## config.mk

```make
export PLATFORM = sky130hd
export DESIGN_NAME = ultrasonic_echo_ranger
export DESIGN_NICKNAME = d
export VERILOG_FILES = /design/src/design/uer_pkg.sv /design/src/design/ultrasonic_echo_ranger.sv /design/src/design/uer_dist.sv /design/src/design/uer_ctrl.sv
export SDC_FILE = /design/constraint.sdc
export NUM_CORES = 1
export LEC_CHECK = 0
export BUFFER_PORTS_ARGS = -buffer_cell sky130_fd_sc_hd__buf_2
export CORE_MARGIN = 3
export CORE_UTILIZATION = 55
export CTS_CLUSTER_SIZE = 14
export DETAILED_ROUTE_END_ITERATION = 12
export HOLD_SLACK_MARGIN = 0.02
export MAX_ROUTING_LAYER = met4
export PLACE_DENSITY = 0.79
export SLEW_MARGIN = 20
export SYNTH_ARGS = -nofsm -noshare
export SYNTH_HDL_FRONTEND = slang
export SYNTH_SLANG_ARGS = --single-unit
```

## constraint.sdc

```tcl
create_clock -name clk -period 8.8 [get_ports clk]
set_input_delay 1.32 -clock clk [delete_from_list [all_inputs] [get_ports clk]]
set_output_delay 1.32 -clock clk [all_outputs]
set_load 0.01 [all_outputs]
```

## src/design/uer_pkg.sv

```systemverilog
// Shared types, constants and codes for the ultrasonic echo ranger.
`default_nettype none

package uer_pkg;

  localparam int TIME_WIDTH_DEF = 16;

  localparam int TRIG_W = 8;
  localparam int TICKS_W = 16;
  localparam int CFG_DATA_W = 16;
  localparam int CFG_INDEX_W = 1;
  localparam int ECHO_OUT_W = 16;
  localparam int DIST_OUT_W = 15;
  localparam int REM_W = 5;

  localparam logic [TRIG_W-1:0] TRIGGER_US_RESET = 8'd11;
  localparam logic [TICKS_W-1:0] RISE_TIMEOUT_RESET = 16'd65333;

  localparam logic [CFG_INDEX_W-1:0] CFG_TRIGGER_US = 1'd0;
  localparam logic [CFG_INDEX_W-1:0] CFG_RISE_TIMEOUT = 1'd1;

  localparam logic [1:0] ST_OK = 2'd0;
  localparam logic [1:0] ST_NO_ECHO = 2'd1;
  localparam logic [1:0] ST_SATURATED = 2'd2;

  // Distance is time*16/58, which reduces to time*8/29.
  localparam logic [REM_W-1:0] DIST_DIV = 5'd29;
  localparam logic [REM_W-1:0] DIST_STEP = 5'd8;

  localparam logic [ECHO_OUT_W-1:0] ECHO_OUT_MAX = 16'hFFFF;
  localparam logic [DIST_OUT_W-1:0] DIST_OUT_MAX = 15'h7FFF;

  typedef struct packed {
    logic clear;
    logic step;
  } dist_cmd_t;

  typedef struct packed {
    logic                  trig;
    logic                  busy;
    logic                  done;
    logic [1:0]            status;
    logic [ECHO_OUT_W-1:0] echo_time;
    logic [DIST_OUT_W-1:0] distance;
  } res_t;

endpackage

`default_nettype wire

```

## src/design/ultrasonic_echo_ranger.sv

```systemverilog
// Top level of the ultrasonic echo ranger: configuration, beat registers and handshakes.
`default_nettype none

// One input beat is one microsecond tick and yields exactly one result beat. A beat
// can be taken on every clock cycle while the output is not stalled; each one passes
// an input register, the sequencer logic and a result register in that order. The
// rate is set by the sequencer state, which is updated once per beat. The distance
// is kept as a running quotient next to the echo counter, so no divider or
// multiplier is used.
module ultrasonic_echo_ranger
  import uer_pkg::*;
#(
  parameter int TIME_WIDTH = TIME_WIDTH_DEF
) (
  input  wire                    clk,
  input  wire                    rst,
  input  wire                    cfg_write,
  input  wire  [CFG_INDEX_W-1:0] cfg_index,
  input  wire  [CFG_DATA_W-1:0]  cfg_data,
  input  wire                    in_valid,
  output logic                   in_stall,
  input  wire                    start_req,
  input  wire                    echo_level,
  output logic                   out_valid,
  input  wire                    out_stall,
  output logic                   trigger_out,
  output logic                   busy_res,
  output logic                   done_res,
  output logic [1:0]             status,
  output logic [ECHO_OUT_W-1:0]  echo_time_us,
  output logic [DIST_OUT_W-1:0]  distance_q4
);

  logic [TRIG_W-1:0]     trigger_us;
  logic [TICKS_W-1:0]    rise_timeout_us;
  logic                  s1_valid;
  logic                  s1_start;
  logic                  s1_echo;
  logic                  adv;
  logic                  accept;
  dist_cmd_t             dist_cmd;
  logic [DIST_OUT_W-1:0] distance;
  res_t                  res;
  res_t                  out_res;

  always_ff @(posedge clk) begin
    if (rst) begin
      trigger_us <= TRIGGER_US_RESET;
      rise_timeout_us <= RISE_TIMEOUT_RESET;
    end else if (cfg_write) begin
      unique case (cfg_index)
        CFG_TRIGGER_US: trigger_us <= cfg_data[TRIG_W-1:0];
        CFG_RISE_TIMEOUT: rise_timeout_us <= cfg_data[TICKS_W-1:0];
        default: ;
      endcase
    end
  end

  assign adv = s1_valid && (!out_valid || !out_stall);
  assign in_stall = s1_valid && !adv;
  assign accept = in_valid && !in_stall;

  always_ff @(posedge clk) begin
    if (rst) begin
      s1_valid <= 1'b0;
    end else if (accept) begin
      s1_valid <= 1'b1;
    end else if (adv) begin
      s1_valid <= 1'b0;
    end
  end

  always_ff @(posedge clk) begin
    if (accept) begin
      s1_start <= start_req;
      s1_echo <= echo_level;
    end
  end

  uer_dist #(
    .TIME_WIDTH(TIME_WIDTH)
  ) u_dist (
    .clk      (clk),
    .rst      (rst),
    .cmd      (dist_cmd),
    .distance (distance)
  );

  uer_ctrl #(
    .TIME_WIDTH(TIME_WIDTH)
  ) u_ctrl (
    .clk             (clk),
    .rst             (rst),
    .adv             (adv),
    .start           (s1_start),
    .echo            (s1_echo),
    .trigger_us      (trigger_us),
    .rise_timeout_us (rise_timeout_us),
    .distance        (distance),
    .dist_cmd        (dist_cmd),
    .res             (res)
  );

  always_ff @(posedge clk) begin
    if (rst) begin
      out_valid <= 1'b0;
    end else if (adv) begin
      out_valid <= 1'b1;
    end else if (!out_stall) begin
      out_valid <= 1'b0;
    end
  end

  always_ff @(posedge clk) begin
    if (adv) begin
      out_res <= res;
    end
  end

  assign trigger_out = out_res.trig;
  assign busy_res = out_res.busy;
  assign done_res = out_res.done;
  assign status = out_res.status;
  assign echo_time_us = out_res.echo_time;
  assign distance_q4 = out_res.distance;

  a_held_beat: assert property (@(posedge clk) disable iff (rst)
    s1_valid && !adv |=> s1_valid)
    else $error("A held input beat was dropped.");

  a_adv_out: assert property (@(posedge clk) disable iff (rst)
    adv |=> out_valid)
    else $error("An advanced beat did not reach the result register.");

endmodule

`default_nettype wire

```

## src/design/uer_dist.sv

```systemverilog
// Running quotient of echo time times 8 over 29, kept in step with the echo counter.
`default_nettype none

module uer_dist
  import uer_pkg::*;
#(
  parameter int TIME_WIDTH = TIME_WIDTH_DEF
) (
  input  wire                         clk,
  input  wire                         rst,
  input  dist_cmd_t                   cmd,
  output logic [DIST_OUT_W-1:0]       distance
);

  localparam int QW = TIME_WIDTH - 1;
  localparam int QEW = QW + 1;

  logic [QW-1:0]    quot;
  logic [QW-1:0]    quot_next;
  logic [REM_W-1:0] rem;
  logic [REM_W-1:0] rem_next;
  logic [REM_W:0]   rem_sum;
  logic [QEW-1:0]   quot_ext;

  always_comb begin
    rem_sum = {1'b0, rem} + {1'b0, DIST_STEP};
    quot_next = quot;
    rem_next = rem;
    if (cmd.clear) begin
      quot_next = '0;
      rem_next = DIST_STEP;
    end else if (cmd.step) begin
      if (rem_sum >= {1'b0, DIST_DIV}) begin
        rem_next = REM_W'(rem_sum - {1'b0, DIST_DIV});
        quot_next = quot + QW'(1);
      end else begin
        rem_next = REM_W'(rem_sum);
      end
    end
  end

  always_ff @(posedge clk) begin
    if (rst) begin
      quot <= '0;
      rem <= '0;
    end else begin
      quot <= quot_next;
      rem <= rem_next;
    end
  end

  assign quot_ext = {1'b0, quot};
  assign distance = (quot_ext > QEW'(DIST_OUT_MAX)) ? DIST_OUT_MAX : DIST_OUT_W'(quot);

  a_rem_range: assert property (@(posedge clk) disable iff (rst) rem < DIST_DIV)
    else $error("Distance remainder left its range.");

endmodule

`default_nettype wire

```

## src/design/uer_ctrl.sv

```systemverilog
// Measurement sequencer: trigger, wait for echo rise, echo timing and result build.
`default_nettype none

module uer_ctrl
  import uer_pkg::*;
#(
  parameter int TIME_WIDTH = TIME_WIDTH_DEF
) (
  input  wire                     clk,
  input  wire                     rst,
  input  wire                     adv,
  input  wire                     start,
  input  wire                     echo,
  input  wire  [TRIG_W-1:0]       trigger_us,
  input  wire  [TICKS_W-1:0]      rise_timeout_us,
  input  wire  [DIST_OUT_W-1:0]   distance,
  output dist_cmd_t               dist_cmd,
  output res_t                    res
);

  localparam logic [1:0] PH_IDLE = 2'd0;
  localparam logic [1:0] PH_TRIG = 2'd1;
  localparam logic [1:0] PH_WAIT = 2'd2;
  localparam logic [1:0] PH_MEAS = 2'd3;

  localparam int TEW = TIME_WIDTH + 1;
  localparam logic [TIME_WIDTH-1:0] TIME_MAX = {TIME_WIDTH{1'b1}};

  logic [1:0]            phase;
  logic [1:0]            phase_next;
  logic [TICKS_W-1:0]    phase_ticks;
  logic [TICKS_W-1:0]    phase_ticks_next;
  logic [TICKS_W-1:0]    ticks_inc;
  logic [TIME_WIDTH-1:0] echo_time;
  logic [TIME_WIDTH-1:0] echo_time_next;
  logic [DIST_OUT_W-1:0] last_distance;
  logic [DIST_OUT_W-1:0] last_distance_next;
  logic [TRIG_W-1:0]     trig_len;
  logic [TICKS_W-1:0]    timeout;
  logic [TEW-1:0]        echo_ext;
  logic                  trig;
  logic                  done;
  logic [1:0]            status;

  assign trig_len = (trigger_us == '0) ? TRIG_W'(1) : trigger_us;
  assign timeout = (rise_timeout_us == '0) ? TICKS_W'(1) : rise_timeout_us;
  assign ticks_inc = phase_ticks + TICKS_W'(1);

  always_comb begin
    phase_next = phase;
    phase_ticks_next = phase_ticks;
    echo_time_next = echo_time;
    last_distance_next = last_distance;
    trig = 1'b0;
    done = 1'b0;
    status = ST_OK;
    dist_cmd = '0;
    unique case (phase)
      PH_IDLE: begin
        if (start) begin
          trig = 1'b1;
          if (trig_len == TRIG_W'(1)) begin
            phase_next = PH_WAIT;
            phase_ticks_next = '0;
          end else begin
            phase_next = PH_TRIG;
            phase_ticks_next = TICKS_W'(1);
          end
        end
      end
      PH_TRIG: begin
        trig = 1'b1;
        if (ticks_inc >= {{(TICKS_W-TRIG_W){1'b0}}, trig_len}) begin
          phase_next = PH_WAIT;
          phase_ticks_next = '0;
        end else begin
          phase_ticks_next = ticks_inc;
        end
      end
      PH_WAIT: begin
        if (echo) begin
          phase_next = PH_MEAS;
          echo_time_next = TIME_WIDTH'(1);
          dist_cmd.clear = 1'b1;
        end else if (ticks_inc >= timeout) begin
          phase_next = PH_IDLE;
          phase_ticks_next = '0;
          echo_time_next = '0;
          last_distance_next = '0;
          done = 1'b1;
          status = ST_NO_ECHO;
        end else begin
          phase_ticks_next = ticks_inc;
        end
      end
      PH_MEAS: begin
        if (echo) begin
          if (echo_time != TIME_MAX) begin
            echo_time_next = echo_time + TIME_WIDTH'(1);
            dist_cmd.step = 1'b1;
          end
        end else begin
          phase_next = PH_IDLE;
          phase_ticks_next = '0;
          last_distance_next = distance;
          done = 1'b1;
          status = (echo_time == TIME_MAX) ? ST_SATURATED : ST_OK;
        end
      end
      default: begin
        phase_next = PH_IDLE;
      end
    endcase
    if (!adv) begin
      dist_cmd = '0;
    end
  end

  assign echo_ext = {1'b0, echo_time_next};

  always_comb begin
    res.trig = trig;
    res.busy = (phase_next != PH_IDLE);
    res.done = done;
    res.status = status;
    res.echo_time = (echo_ext > TEW'(ECHO_OUT_MAX)) ? ECHO_OUT_MAX
                                                    : ECHO_OUT_W'(echo_time_next);
    res.distance = last_distance_next;
  end

  always_ff @(posedge clk) begin
    if (rst) begin
      phase <= PH_IDLE;
      phase_ticks <= '0;
      echo_time <= '0;
      last_distance <= '0;
    end else if (adv) begin
      phase <= phase_next;
      phase_ticks <= phase_ticks_next;
      echo_time <= echo_time_next;
      last_distance <= last_distance_next;
    end
  end

  a_meas_count: assert property (@(posedge clk) disable iff (rst)
    phase == PH_MEAS |-> echo_time != '0)
    else $error("Echo counter is zero during measurement.");

  a_done_idle: assert property (@(posedge clk) disable iff (rst)
    adv && res.done |=> phase == PH_IDLE)
    else $error("Sequencer did not return to idle after completion.");

  a_trig_bound: assert property (@(posedge clk) disable iff (rst)
    phase == PH_TRIG |-> phase_ticks < {{(TICKS_W-TRIG_W){1'b0}}, trig_len})
    else $error("Trigger pulse ran past its length.");

endmodule

`default_nettype wire
```

==> flow_metrics.env <==
export IMPL_status="complete, no violations"
export IMPL_clock_sinks=133
export IMPL_holdBufCountCts=0
export IMPL_first_pass_iters=5
export IMPL_finClkSkew_ns=0.00999
export IMPL_ir_worst_vdd_uv=163
export IMPL_grt_use_total=0.239
export IMPL_grt_overflow_total=0
export IMPL_max_slew_margin_rel=0.293
export IMPL_ys_ff_latch=133
export IMPL_setup_tns_ns=0
export IMPL_drt_initial_drc_count=370
export IMPL_wl_per_cell_um=16.6
export IMPL_gp_congestion=0.893
export IMPL_fin_crit_sh=0.490
export IMPL_clk_latency_ns=0.42
export IMPL_die_area_um2=13600
export IMPL_rr_endpoint="distance_q4[4]$_DFFE_PP_"
export IMPL_powerDensity_nw_per_um2=186
export IMPL_wl_um=15200
export IMPL_hold_path_startpoint="rise_timeout_us[0]$_SDFFE_PP1P_"
export IMPL_dp_hpwl_um=10600
export IMPL_setup_viol=0
export IMPL_reg2reg_depth=12
export IMPL_worstPathMaxFanout=53
export IMPL_netlist_area_um2=6750
export IMPL_dp_slack_ns=3.87
export IMPL_ys_warn_count=0
export IMPL_async_flop_share=0
export IMPL_syn_avg_cell_area_um2=9.51
export IMPL_start_util=0.577
export IMPL_fin_crit_ns=4.32
export IMPL_reg2reg_from="u_ctrl.phase_ticks[0]$_SDFFE_PP0P_"
export IMPL_worstSetupPathType="in -> reg"
export IMPL_cts_resized=0
export IMPL_die_y_um=117
export IMPL_worst_r2r_setup_slack_ns=4.49
export IMPL_end_kind="flop"
export IMPL_layout_nets=810
export IMPL_rows=39
export IMPL_cts_buffers=17
export IMPL_grt_pass1_wl_um=25100
export IMPL_antenna_found_initial=0
export IMPL_clk_pin_slew_ns=0.06
export IMPL_yosysUniqueCellTypes=70
export IMPL_syn_inst=710
export IMPL_post_cts_buffers=0
export IMPL_final_setup_worst_slack_ns=4.48
export IMPL_hold_viol=0
export IMPL_leakagePower_nw=3.08
export IMPL_final_antenna_net_count=0
export IMPL_synthToLayoutAreaGrowth_pct=13.8
export IMPL_clock_path_buffers=2
export IMPL_synth_edf_count=38
export IMPL_grt_max_degree=58
export IMPL_slew_violations=0
export IMPL_ctsHtreeMaxLevel=4
export IMPL_vias_per_cell=6.08
export IMPL_core_area_um2=11700
export IMPL_holdPathStages=1
export IMPL_io_buffers=61
export IMPL_num_io_pins=62
export IMPL_cts_root_buf="clkbuf_16"
export IMPL_num_vias=5541
export IMPL_grt_pass1_vias=5271
export IMPL_ys_flop_type="dfxtp_1"
export IMPL_hold_path_class="reg -> reg"
export IMPL_clock_fmax_ghz=0.232
export IMPL_worstPathArrival_ns=4.60
export IMPL_drc=0
export IMPL_cts_tree="built"
export IMPL_syn_num_nets=764
export IMPL_cp_required_ns=9.09
export IMPL_rsz0062_at_grt="false"
export IMPL_die_w_um=117
export IMPL_antenna_cells=0
export IMPL_maxCapViolCount=0
export IMPL_startpoint_type="primary input"
export IMPL_holdPathEnd="rise_timeout_us[0]$_SDFFE_PP1P_"
export IMPL_final_layout_size_suffix_gt1_frac=0.156
export IMPL_worstMarginPinSlew_ns=1.05
export IMPL_yosysSeqAreaShare=0.451
## state kept, by name (all words and copies together), names as in the netlist, 2 cells and up
signal / count
echo_time_us: 16
rise_timeout_us: 16
u_ctrl.echo_time: 16
u_ctrl.phase_ticks: 16
distance_q4: 15
u_ctrl.last_distance: 15
u_dist.quot: 15
trigger_us: 8
u_dist.rem: 5
status: 2
u_ctrl.phase: 2
## metal layers
metal  wire length, um  share of wire  track usage  up-vias
met2              7300           0.48        0.373      164
li1                  -              -            -     2715
met5                 0              0            -        -
met1              6900           0.45        0.305     2638
met4               284          0.019       0.0833        0
met3               682          0.045       0.0586       24
## worst max-delay path by stage
stage                                                  start                           end  slack, ns  depth (start not counted)
after global routing                               out_stall  u_dist.quot[11]$_SDFFE_PP0P_       4.13                         10
after CTS                                          out_stall  u_dist.quot[11]$_SDFFE_PP0P_       4.31                         10
after detailed placement                           out_stall  u_dist.quot[11]$_SDFFE_PP0P_       3.87                         10
after floorplan           u_ctrl.phase_ticks[0]$_SDFFE_PP0P_      distance_q4[0]$_DFFE_PP_       5.27                         14
final                                              out_stall  u_dist.quot[11]$_SDFFE_PP0P_       4.48                         10
after global placement                             out_stall   u_dist.quot[7]$_SDFFE_PP0P_       4.09                         10
## report_power, final
| part | switching (mW) | total [mW] | internal [mW] |
|---|---|---|---|
| Combinational | 0.0452 | 0.0708 | 0.0256 |
| Clock | 0.267 | 0.707 | 0.440 |
| Sequential | 0.0108 | 0.656 | 0.645 |
## area by class of cell
cell class | instances | area (um^2)
Fill cell | 964 | 4020
Multi-Input combinational cell | 504 | 3410
Sequential cell | 133 | 3040
Clock buffer | 21 | 470
Timing Repair Buffer | 63 | 320
Tap cell | 143 | 179
Inverter | 37 | 140
Clock inverter | 11 | 121
## synthesized netlist by cell type, types with 18 or more instances
| library cell | instances | area [um^2] |
|---|---|---|
| dfxtp_1 | 95 | 1900 |
| edfxtp_1 | 38 | 1140 |
| nand2_1 | 52 | 195 |
| nand3_1 | 29 | 145 |
| a22o_1 | 40 | 350 |
| a211oi_1 | 18 | 135 |
| and3_1 | 26 | 163 |
| a21oi_1 | 33 | 165 |
| inv_1 | 35 | 131 |
| nor2_1 | 69 | 259 |
| xor2_1 | 23 | 201 |
| clkbuf_1 | 24 | 90.1 |
| ha_1 | 30 | 375 |
| o21ai_0 | 22 | 110 |
## stage by stage
| stage | area, um^2 | util | hold slack [ns] | std cells | total power, mW |
|---|---|---|---|---|---|
| 2_1_floorplan | 6750 | - | 0.430 | 710 | 0.712 |
| 3_3_place_gp | 7090 | 0.606 | 0.446 | 880 | 0.735 |
| 3_5_place_dp | 7090 | 0.606 | 0.452 | 880 | 0.739 |
| 4_1_cts | 7680 | 0.656 | 0.460 | 912 | 1.44 |
| 5_1_grt | 7690 | 0.656 | 0.484 | 912 | 1.48 |
| 6_report | 7690 | 0.656 | 0.466 | 912 | 1.43 |
## cells in the final DEF, fill, tap and decap left out, types with 22 or more instances in the layout
cell type,n
a22o_1,40
nor2_1,68
dfxtp_1,95
inv_1,35
a21oi_1,33
ha_1,30
nand2_1,52
buf_2,61
edfxtp_1,38
o21ai_0,22
xor2_1,23
nand3_1,29
and3_1,26
## cells by family (layout without fill, tap and decap cells)
kind of cell | Yosys count | after routing | synth area share
muxes | 5 | 5 | 0.00815
buffers and inverters | 73 | 132 | 0.0445
AOI/OAI and AO/OA | 184 | 184 | 0.205
xor gates and xnor gates | 37 | 37 | 0.0480
DFF | 133 | 133 | 0.451
adders and majority gates | 30 | 30 | 0.0556
and+or+nand+nor | 248 | 248 | 0.188
## worst max-delay path, cell delays in order
cell and delay, ns:
buf_2 0.11, nand2_1 0.06, nand2_1 0.39, clkinv_2 0.78, nand2_1 0.28, a2111oi_4 0.76, and4_1 0.47, nand4_1 0.16
xor2_1 0.19, nor2_1 0.05
Note: power is estimated with default switching activity, not from simulation.
